$ cat config.mk
export PLATFORM = sky130hd
export DESIGN_NAME = round_robin_thread_scheduler
export DESIGN_NICKNAME = d
export VERILOG_FILES = /design/src/hdl/rrs_pkg.sv /design/src/hdl/round_robin_thread_scheduler.sv /design/src/hdl/rrs_ctrl.sv /design/src/hdl/rrs_datapath.sv
export SDC_FILE = /design/constraint.sdc
export NUM_CORES = 1
export LEC_CHECK = 0
export BUFFER_PORTS_ARGS = -buffer_cell sky130_fd_sc_hd__buf_2
export CAP_MARGIN = 20
export CORE_MARGIN = 2
export CORE_UTILIZATION = 25
export DETAILED_ROUTE_END_ITERATION = 6
export PLACE_DENSITY = 0.45
export SETUP_SLACK_MARGIN = 0.2
export SYNTH_ARGS = -nofsm -noshare
export SYNTH_HDL_FRONTEND = slang
export SYNTH_SLANG_ARGS = --single-unit
$ cat constraint.sdc
create_clock -name clk -period 2.5 [get_ports clk]
set_input_delay 0.125 -clock clk [delete_from_list [all_inputs] [get_ports clk]]
set_output_delay 0.125 -clock clk [all_outputs]
set_load 0.01 [all_outputs]
$ cat src/hdl/rrs_pkg.sv
// Shared types and codes for the round-robin thread scheduler.
// No dependencies; every other file refers to it by scoped names.
`timescale 1ns / 1ps

package rrs_pkg;

    // Request codes
    localparam logic [1:0] REQ_CREATE = 2'h0;
    localparam logic [1:0] REQ_YIELD  = 2'h1;
    localparam logic [1:0] REQ_EXIT   = 2'h2;

    // Slot state codes
    localparam logic [1:0] ST_FREE     = 2'h0;
    localparam logic [1:0] ST_RUNNING  = 2'h1;
    localparam logic [1:0] ST_RUNNABLE = 2'h2;

    localparam int ADDR_W = 39;

    typedef struct packed {
        logic [1:0]        req_type;
        logic [ADDR_W-1:0] entry_address;
    } req_word_t;

    typedef struct packed {
        logic [1:0]        slot;
        logic [1:0]        prev_slot;
        logic              switched;
        logic [ADDR_W-1:0] start_address;
        logic              table_full;
        logic              no_runnable;
    } rsp_word_t;

    // Controller to datapath
    typedef struct packed {
        logic accept;
        logic step;
        logic push;
    } rrs_cmd_t;

    // Datapath to controller
    typedef struct packed {
        logic direct;
        logic scan_done;
        logic out_busy;
    } rrs_status_t;

    typedef enum logic [2:0] {
        S_IDLE = 3'b001,
        S_SCAN = 3'b010,
        S_PUSH = 3'b100
    } rrs_state_t;

endpackage

$ cat src/hdl/round_robin_thread_scheduler.sv
// Top level of the round-robin thread scheduler.
// Depends on rrs_pkg, rrs_ctrl and rrs_datapath.
`timescale 1ns / 1ps
//
// Channel   Signals                          Word type
// -------   ------------------------------   -------------------
// request   req_valid / req_ready / req_word rrs_pkg::req_word_t
// response  rsp_valid / rsp_ready / rsp_word rrs_pkg::rsp_word_t
//
// Create, yield and exit pass through the accept, scan and push states; the scan
// covers 1 to NUM_SLOTS slots and visits one slot of the slot-state table per
// cycle. Requests while halted, and unknown codes, go from accept straight to
// push and skip the scan.
// Reset (rst_n, asynchronous) leaves slot 0 running, others free, halt clear.
// A stalled response sits in the output register; the next request is taken
// and scanned meanwhile, and its result waits in the push stage.

module round_robin_thread_scheduler #(
    parameter int NUM_SLOTS = 4
) (
    input  logic               clk,
    input  logic               rst_n,
    input  logic               req_valid,
    output logic               req_ready,
    input  rrs_pkg::req_word_t req_word,
    output logic               rsp_valid,
    input  logic               rsp_ready,
    output rrs_pkg::rsp_word_t rsp_word
);

    // command and status between sequencer and datapath
    rrs_pkg::rrs_cmd_t    cmd;
    rrs_pkg::rrs_status_t status;

    // Sequencer: idle, scan, push
    rrs_ctrl u_ctrl (
        .clk       (clk),
        .rst_n     (rst_n),
        .req_valid (req_valid),
        .req_ready (req_ready),
        .status    (status),
        .cmd       (cmd)
    );

    // Slot table, search pointer and output register
    rrs_datapath #(
        .NUM_SLOTS (NUM_SLOTS)
    ) u_datapath (
        .clk       (clk),
        .rst_n     (rst_n),
        .req_word  (req_word),
        .cmd       (cmd),
        .status    (status),
        .rsp_valid (rsp_valid),
        .rsp_ready (rsp_ready),
        .rsp_word  (rsp_word)
    );

endmodule

$ cat src/hdl/rrs_ctrl.sv
// Sequencer for the scheduler: accept, scan the slot table, push the result.
// Depends on rrs_pkg for command, status and state types.
`timescale 1ns / 1ps

module rrs_ctrl (
    input  logic               clk,
    input  logic               rst_n,
    input  logic               req_valid,
    output logic               req_ready,
    input  rrs_pkg::rrs_status_t status,
    output rrs_pkg::rrs_cmd_t    cmd
);

    rrs_pkg::rrs_state_t state_reg, state_next;

    always_ff @(posedge clk or negedge rst_n)
    begin
        if (!rst_n)
        begin
            state_reg <= rrs_pkg::S_IDLE;
        end
        else
        begin
            state_reg <= state_next;
        end
    end

    always_comb
    begin
        state_next = state_reg;
        cmd        = '0;
        req_ready  = 1'b0;
        unique case (state_reg)
            rrs_pkg::S_IDLE:
            begin
                req_ready  = 1'b1;
                cmd.accept = req_valid;
                if (req_valid)
                begin
                    state_next = status.direct ? rrs_pkg::S_PUSH : rrs_pkg::S_SCAN;
                end
            end
            rrs_pkg::S_SCAN:
            begin
                cmd.step = 1'b1;
                if (status.scan_done)
                begin
                    state_next = rrs_pkg::S_PUSH;
                end
            end
            rrs_pkg::S_PUSH:
            begin
                // hold until the output register can take the word
                if (!status.out_busy)
                begin
                    cmd.push   = 1'b1;
                    state_next = rrs_pkg::S_IDLE;
                end
            end
            default:
            begin
                state_next = rrs_pkg::S_IDLE;
            end
        endcase
    end

endmodule

$ cat src/hdl/rrs_datapath.sv
// Slot table, current slot, halt flag, scan pointer and output register.
// Depends on rrs_pkg; driven by commands from rrs_ctrl.
`timescale 1ns / 1ps

module rrs_datapath #(
    parameter int NUM_SLOTS = 4
) (
    input  logic                 clk,
    input  logic                 rst_n,
    input  rrs_pkg::req_word_t   req_word,
    input  rrs_pkg::rrs_cmd_t    cmd,
    output rrs_pkg::rrs_status_t status,
    output logic                 rsp_valid,
    input  logic                 rsp_ready,
    output rrs_pkg::rsp_word_t   rsp_word
);

    localparam int SW = $clog2(NUM_SLOTS);
    localparam logic [SW-1:0] LAST_IDX = SW'(NUM_SLOTS - 1);

    logic [1:0]                st_reg [NUM_SLOTS];
    logic [SW-1:0]             cur_reg;
    logic                      halted_reg;
    logic [SW-1:0]             prev_reg;
    logic [SW-1:0]             idx_reg;
    logic [SW-1:0]             cnt_reg;
    logic                      create_reg;
    logic [rrs_pkg::ADDR_W-1:0] addr_reg;
    rrs_pkg::rsp_word_t        res_reg;
    rrs_pkg::rsp_word_t        out_reg;
    logic                      out_valid_reg;

    logic          unknown_req;
    logic          hit;
    logic          last;
    logic [SW-1:0] cur_succ;
    logic [SW-1:0] idx_succ;
    logic [NUM_SLOTS-1:0] running_vec;

    function automatic logic [1:0] to_fld(input logic [SW-1:0] v);
        logic [SW+1:0] w;
        w = {2'b00, v};
        return w[1:0];
    endfunction

    assign unknown_req = (req_word.req_type != rrs_pkg::REQ_CREATE) &&
                         (req_word.req_type != rrs_pkg::REQ_YIELD) &&
                         (req_word.req_type != rrs_pkg::REQ_EXIT);

    assign cur_succ = (cur_reg == LAST_IDX) ? '0 : cur_reg + 1'b1;
    assign idx_succ = (idx_reg == LAST_IDX) ? '0 : idx_reg + 1'b1;

    assign hit  = create_reg ? (st_reg[idx_reg] == rrs_pkg::ST_FREE)
                             : (st_reg[idx_reg] == rrs_pkg::ST_RUNNABLE);
    assign last = (cnt_reg == LAST_IDX);

    assign status.direct    = halted_reg || unknown_req;
    assign status.scan_done = hit || last;
    assign status.out_busy  = out_valid_reg && !rsp_ready;

    assign rsp_valid = out_valid_reg;
    assign rsp_word  = out_reg;

    // Slot table and scheduler state
    always_ff @(posedge clk or negedge rst_n)
    begin
        if (!rst_n)
        begin
            for (int i = 0; i < NUM_SLOTS; i++)
            begin
                st_reg[i] <= (i == 0) ? rrs_pkg::ST_RUNNING : rrs_pkg::ST_FREE;
            end
            cur_reg    <= '0;
            halted_reg <= 1'b0;
        end
        else if (cmd.accept && !status.direct &&
                 req_word.req_type != rrs_pkg::REQ_CREATE)
        begin
            st_reg[cur_reg] <= (req_word.req_type == rrs_pkg::REQ_YIELD) ?
                               rrs_pkg::ST_RUNNABLE : rrs_pkg::ST_FREE;
        end
        else if (cmd.step)
        begin
            if (hit)
            begin
                st_reg[idx_reg] <= create_reg ? rrs_pkg::ST_RUNNABLE : rrs_pkg::ST_RUNNING;
                if (!create_reg)
                begin
                    cur_reg <= idx_reg;
                end
            end
            else if (last && !create_reg)
            begin
                halted_reg <= 1'b1;
            end
        end
    end

    // Item registers, scan pointer and result staging
    always_ff @(posedge clk)
    begin
        if (cmd.accept)
        begin
            prev_reg   <= cur_reg;
            addr_reg   <= req_word.entry_address;
            create_reg <= (req_word.req_type == rrs_pkg::REQ_CREATE);
            cnt_reg    <= '0;
            idx_reg    <= (req_word.req_type == rrs_pkg::REQ_CREATE) ? '0 : cur_succ;
            res_reg    <= '{slot:          to_fld(cur_reg),
                            prev_slot:     to_fld(cur_reg),
                            switched:      1'b0,
                            start_address: '0,
                            table_full:    1'b0,
                            no_runnable:   halted_reg};
        end
        else if (cmd.step)
        begin
            if (hit)
            begin
                res_reg <= '{slot:          to_fld(idx_reg),
                             prev_slot:     to_fld(prev_reg),
                             switched:      !create_reg && (idx_reg != prev_reg),
                             start_address: create_reg ? addr_reg : '0,
                             table_full:    1'b0,
                             no_runnable:   1'b0};
            end
            else if (last)
            begin
                res_reg <= '{slot:          to_fld(prev_reg),
                             prev_slot:     to_fld(prev_reg),
                             switched:      1'b0,
                             start_address: '0,
                             table_full:    create_reg,
                             no_runnable:   !create_reg};
            end
            else
            begin
                idx_reg <= idx_succ;
                cnt_reg <= cnt_reg + 1'b1;
            end
        end
    end

    // Output register
    always_ff @(posedge clk or negedge rst_n)
    begin
        if (!rst_n)
        begin
            out_valid_reg <= 1'b0;
        end
        else if (cmd.push)
        begin
            out_valid_reg <= 1'b1;
        end
        else if (rsp_ready)
        begin
            out_valid_reg <= 1'b0;
        end
    end

    always_ff @(posedge clk)
    begin
        if (cmd.push)
        begin
            out_reg <= res_reg;
        end
    end

    always_comb
    begin
        for (int i = 0; i < NUM_SLOTS; i++)
        begin
            running_vec[i] = (st_reg[i] == rrs_pkg::ST_RUNNING);
        end
    end

    a_halt_sticky: assert property (@(posedge clk) disable iff (!rst_n)
        !$fell(halted_reg))
        else $error("halt flag cleared");

    a_one_running: assert property (@(posedge clk) disable iff (!rst_n)
        $countones(running_vec) <= 1)
        else $error("more than one slot running");

    a_cur_running: assert property (@(posedge clk) disable iff (!rst_n)
        (cmd.accept && !halted_reg) |-> (st_reg[cur_reg] == rrs_pkg::ST_RUNNING))
        else $error("current slot not running at accept");

    a_push_free: assert property (@(posedge clk) disable iff (!rst_n)
        cmd.push |-> !(out_valid_reg && !rsp_ready))
        else $error("push into occupied output register");

endmodule
==> metrics.md <==
| Metric | Value |
|---|---|
| Worst Path Arrival | `2.52 ns` |
| DIE WIDTH | `around 160 um` |
| Worst r2r src | `u_datapath.idx_reg[0]` |
| Root Driver | `clkbuf_16` |
| EDFF count, synth | `between 90 and 100` |
| Starting Density | `around a quarter` |
| RSZ-0062 raised after global routing | `no` |
| Synthesized Nets | `540` |
| Placed cell count | `879` |
| Initial DRC count | `237` |
| Avg Cell Area, Syn | `between 10 and 15 um^2` |
| Max-slew violations | `0` |
| Setup CP Type | `reg -> reg` |
| Final setup fails | `0` |
| Power Total | `around 9.6 mW` |
| Hold depth | `3` |
| Routed Antenna Nets | `0` |
| Core area | `~24000 um^2` |
| Total track usage | `between 10% and 20%` |
| CP peak stage delay | `slightly above 0.7 ns` |
| Worst path cell trace | `mux4_2 > nor4_4 > buf_4 > a22o_1 > a21o_1` |
| Grt total ovfl | `0` |
| FMAX | `roughly 460 MHz` |
| Vias in the first global route | `~4400` |
| FP Rows | `56` |
| Vias per cell | `around 4.4` |
| Hold Crit Start | `rsp_ready` |
| Final hold viol count | `0` |
| Min Tclk post-route | `~2.2 ns` |
| CP Launch Type | `register` |
| HP Class | `in -> reg` |
| Dpl hpwl | `9350 um` |
| GPL Wtd Cong | `0.767` |
| Synth top area share | `a little under half` |
| Cts bufs inserted | `17` |
| H-tree levels | `4` |
| Clock Path Buffers | `2` |
| Die area | `about 25000 um^2` |
| Seq/Total Area, Yosys | `between 60% and 70%` |
| Lkg Pwr | `3.10 nW` |
| DRC | `0` |
| Initial antenna violation count | `1` |
| Setup TNS Final | `0 ns` |
| Crit path required time | `about 2.9 ns` |
| Final instance area | `roughly 7900 um^2` |
| ANT cells | `0` |
| Worst hold endpoint | `u_datapath.rsp_valid` |
| Fraction of registers with async set/reset | `around a tenth` |
| Critical path's slowest cell | `mux4_2` |
| Status | `finished, final reports clean` |
| Crit share post-route | `between 80 and 90%` |
| Peak VDD IR | `0.000443 V` |
| Total I/O pin count | `93` |
| WHS | `approximately 0.080 ns` |
| Netlist cell types | `between 40 and 50` |
| Via count | `roughly 4200` |
| First-pass GRT wire length | `roughly 23000 um` |
| P per Cell Area | `1210 nW/um^2` |
| Worst slew margin | `around a third` |
| Drt total wl | `14500 um` |
| Mapped Cells | `roughly 490` |
| Clock Latency Late Sink | `0.41 ns` |
| NumNets Final | `677` |
| Syn. warnings | `0` |
| Top post-synthesis cells by area | `edfxtp_1, dfxtp_1, nand2_1` |
| Maxcap violations | `0` |
| Register-to-register setup slack | `about 0.34 ns` |
| Main synth FF type | `edfxtp_1` |
| Die height | `between 150 and 200 um` |
| Pin count of the biggest net entering global routing | `90` |
| Fraction of layout cells with a size suffix above 1 | `between 20% and 30%` |
| Max Fanout on Critical Path | `20` |
| Yosys reg bits | `between 150 and 200` |
| Clock Skew | `between 0.006 and 0.007 ns` |
| Count of input and output buffers | `92` |
| Worst reg2reg path depth | `5` |
| Worst-margin pin slew | `1.01 ns` |
| Placed Area | `between 6000 and 7000 um^2` |
| Top cell type by total area after synthesis | `edfxtp_1` |
| Synthesized cell area | `6030 um^2` |
| Wire length per cell | `15.2 um` |
| P&R area growth vs syn | `31.0%` |
| TritonCTS clock tree | `done` |
| Critical Path Sink Type | `register` |
| Final Instance Count excl. Fillers | `between 900 and 1000` |
| Worst-path clk slew | `roughly 0.060 ns` |
| Worst R2R End | `u_datapath.st_reg[3]` |
| Drt pass-1 iters | `4` |
| Sinks on Clock Net | `approximately 150` |
| # fillers | `~2400` |
-- layer usage --
layer  global-route usage, %  share of wire (%)  vias to the layer above
li1                        -                  -                     2031
met5                       0              0.076                        -
met4                    5.04                2.4                        2
met2                    19.2                 49                      103
met3                    3.88                5.0                       36
met1                    13.9                 44                     2057
-- placed cells by master (no fill, tap or decap), types with 2 or more instances in the layout --
cell type      instances
a21o_1                 8
a21oi_1                2
a22o_1                 6
a32oi_1                4
buf_12                 2
buf_2                 92
buf_4                 14
bufinv_16              2
clkbuf_1               2
clkbuf_16             17
clkinv_1               2
clkinv_2               6
clkinvlp_4             3
dfrtp_1               13
dfstp_2                2
dfxtp_1               43
dlygate4sd3_1         40
edfxtp_1              95
ha_1                   8
inv_1                  6
mux2i_1                2
mux4_2                 2
nand2_1               95
nand2b_1               2
nand3_1               39
nor2_1                 4
nor3_1                 3
nor3b_1               41
o21ai_0                7
o21ai_1               39
o21bai_1               2
o311ai_1               2
xnor2_1                3
xnor2_4                2
-- cells in the mapped netlist, drive strengths merged (3+ instances only) --
master / count
a21o: 9
a22o: 6
a32oi: 4
buf: 10
clkbuf: 20
dfrtp: 13
dfxtp: 43
edfxtp: 95
ha: 9
inv: 7
nand2: 95
nand3: 39
nor2: 6
nor3: 3
nor3b: 42
o21ai: 47
xnor2: 5
-- through the flow --
stage / utilization [%] / worst slack [ns]
finish: 33.5 / 0.340
global route: 33.5 / 0.230
CTS: 33.3 / 0.249
detailed placement: 29.3 / 0.269
global placement: 29.3 / 0.367
floorplan: - / 0.408
-- worst max path at each step --
stage / startpoint / end
6_report: u_datapath.idx_reg[0] / u_datapath.st_reg[3]
2_1_floorplan: u_ctrl.state_reg[1] / u_datapath.rsp_word[0]
3_3_place_gp: u_datapath.idx_reg[0] / u_datapath.res_reg[43]
5_1_grt: u_datapath.idx_reg[0] / u_datapath.st_reg[3]
3_5_place_dp: u_datapath.idx_reg[0] / u_datapath.res_reg[43]
4_1_cts: u_datapath.idx_reg[0] / u_datapath.res_reg[45]
-- what timing repair did --
item                       4_1_cts  5_1_grt
hold buffers                    40        0
hold endpoints to repair        54        0
setup buffers                    0        4
setup endpoints to repair        0       13
gates resized for setup          0        3
-- report_power, final --
part           total (mW)  internal [mW]  switching, mW
clock network        2.44           1.46          0.985
registers            4.12           3.65          0.466
logic                3.01           1.21           1.81
-- kinds of logic after synthesis --
group / after synthesis / share of synthesized area (%)
xor+xnor: 5 / 0.976
mux: 4 / 1.08
buf+inv: 38 / 2.76
compound gates: 77 / 7.89
simple gates: 200 / 17.5
fa+ha+maj: 9 / 1.87
flops: 153 / 67.9
-- final cells by class --
type                    count  area (um^2)  area share (%)
repair buffers            148         1010            12.7
multi-input cells         295         1810            22.9
inverters                   8         31.3           0.396
flip-flops and latches    153         4090            51.8
well taps                 319          399            5.05
clock buffers              19          433            5.48
clock inverters            13          129            1.63
-- critical path, delay by kind of cell (launching register included) --
family          cells  cell delay (ns)
mux                 1             0.72
flops               1             0.50
buf+inv             1             0.32
compound gates      2             0.28
simple gates        1             0.27
Note: power is estimated with default switching activity, not from simulation.
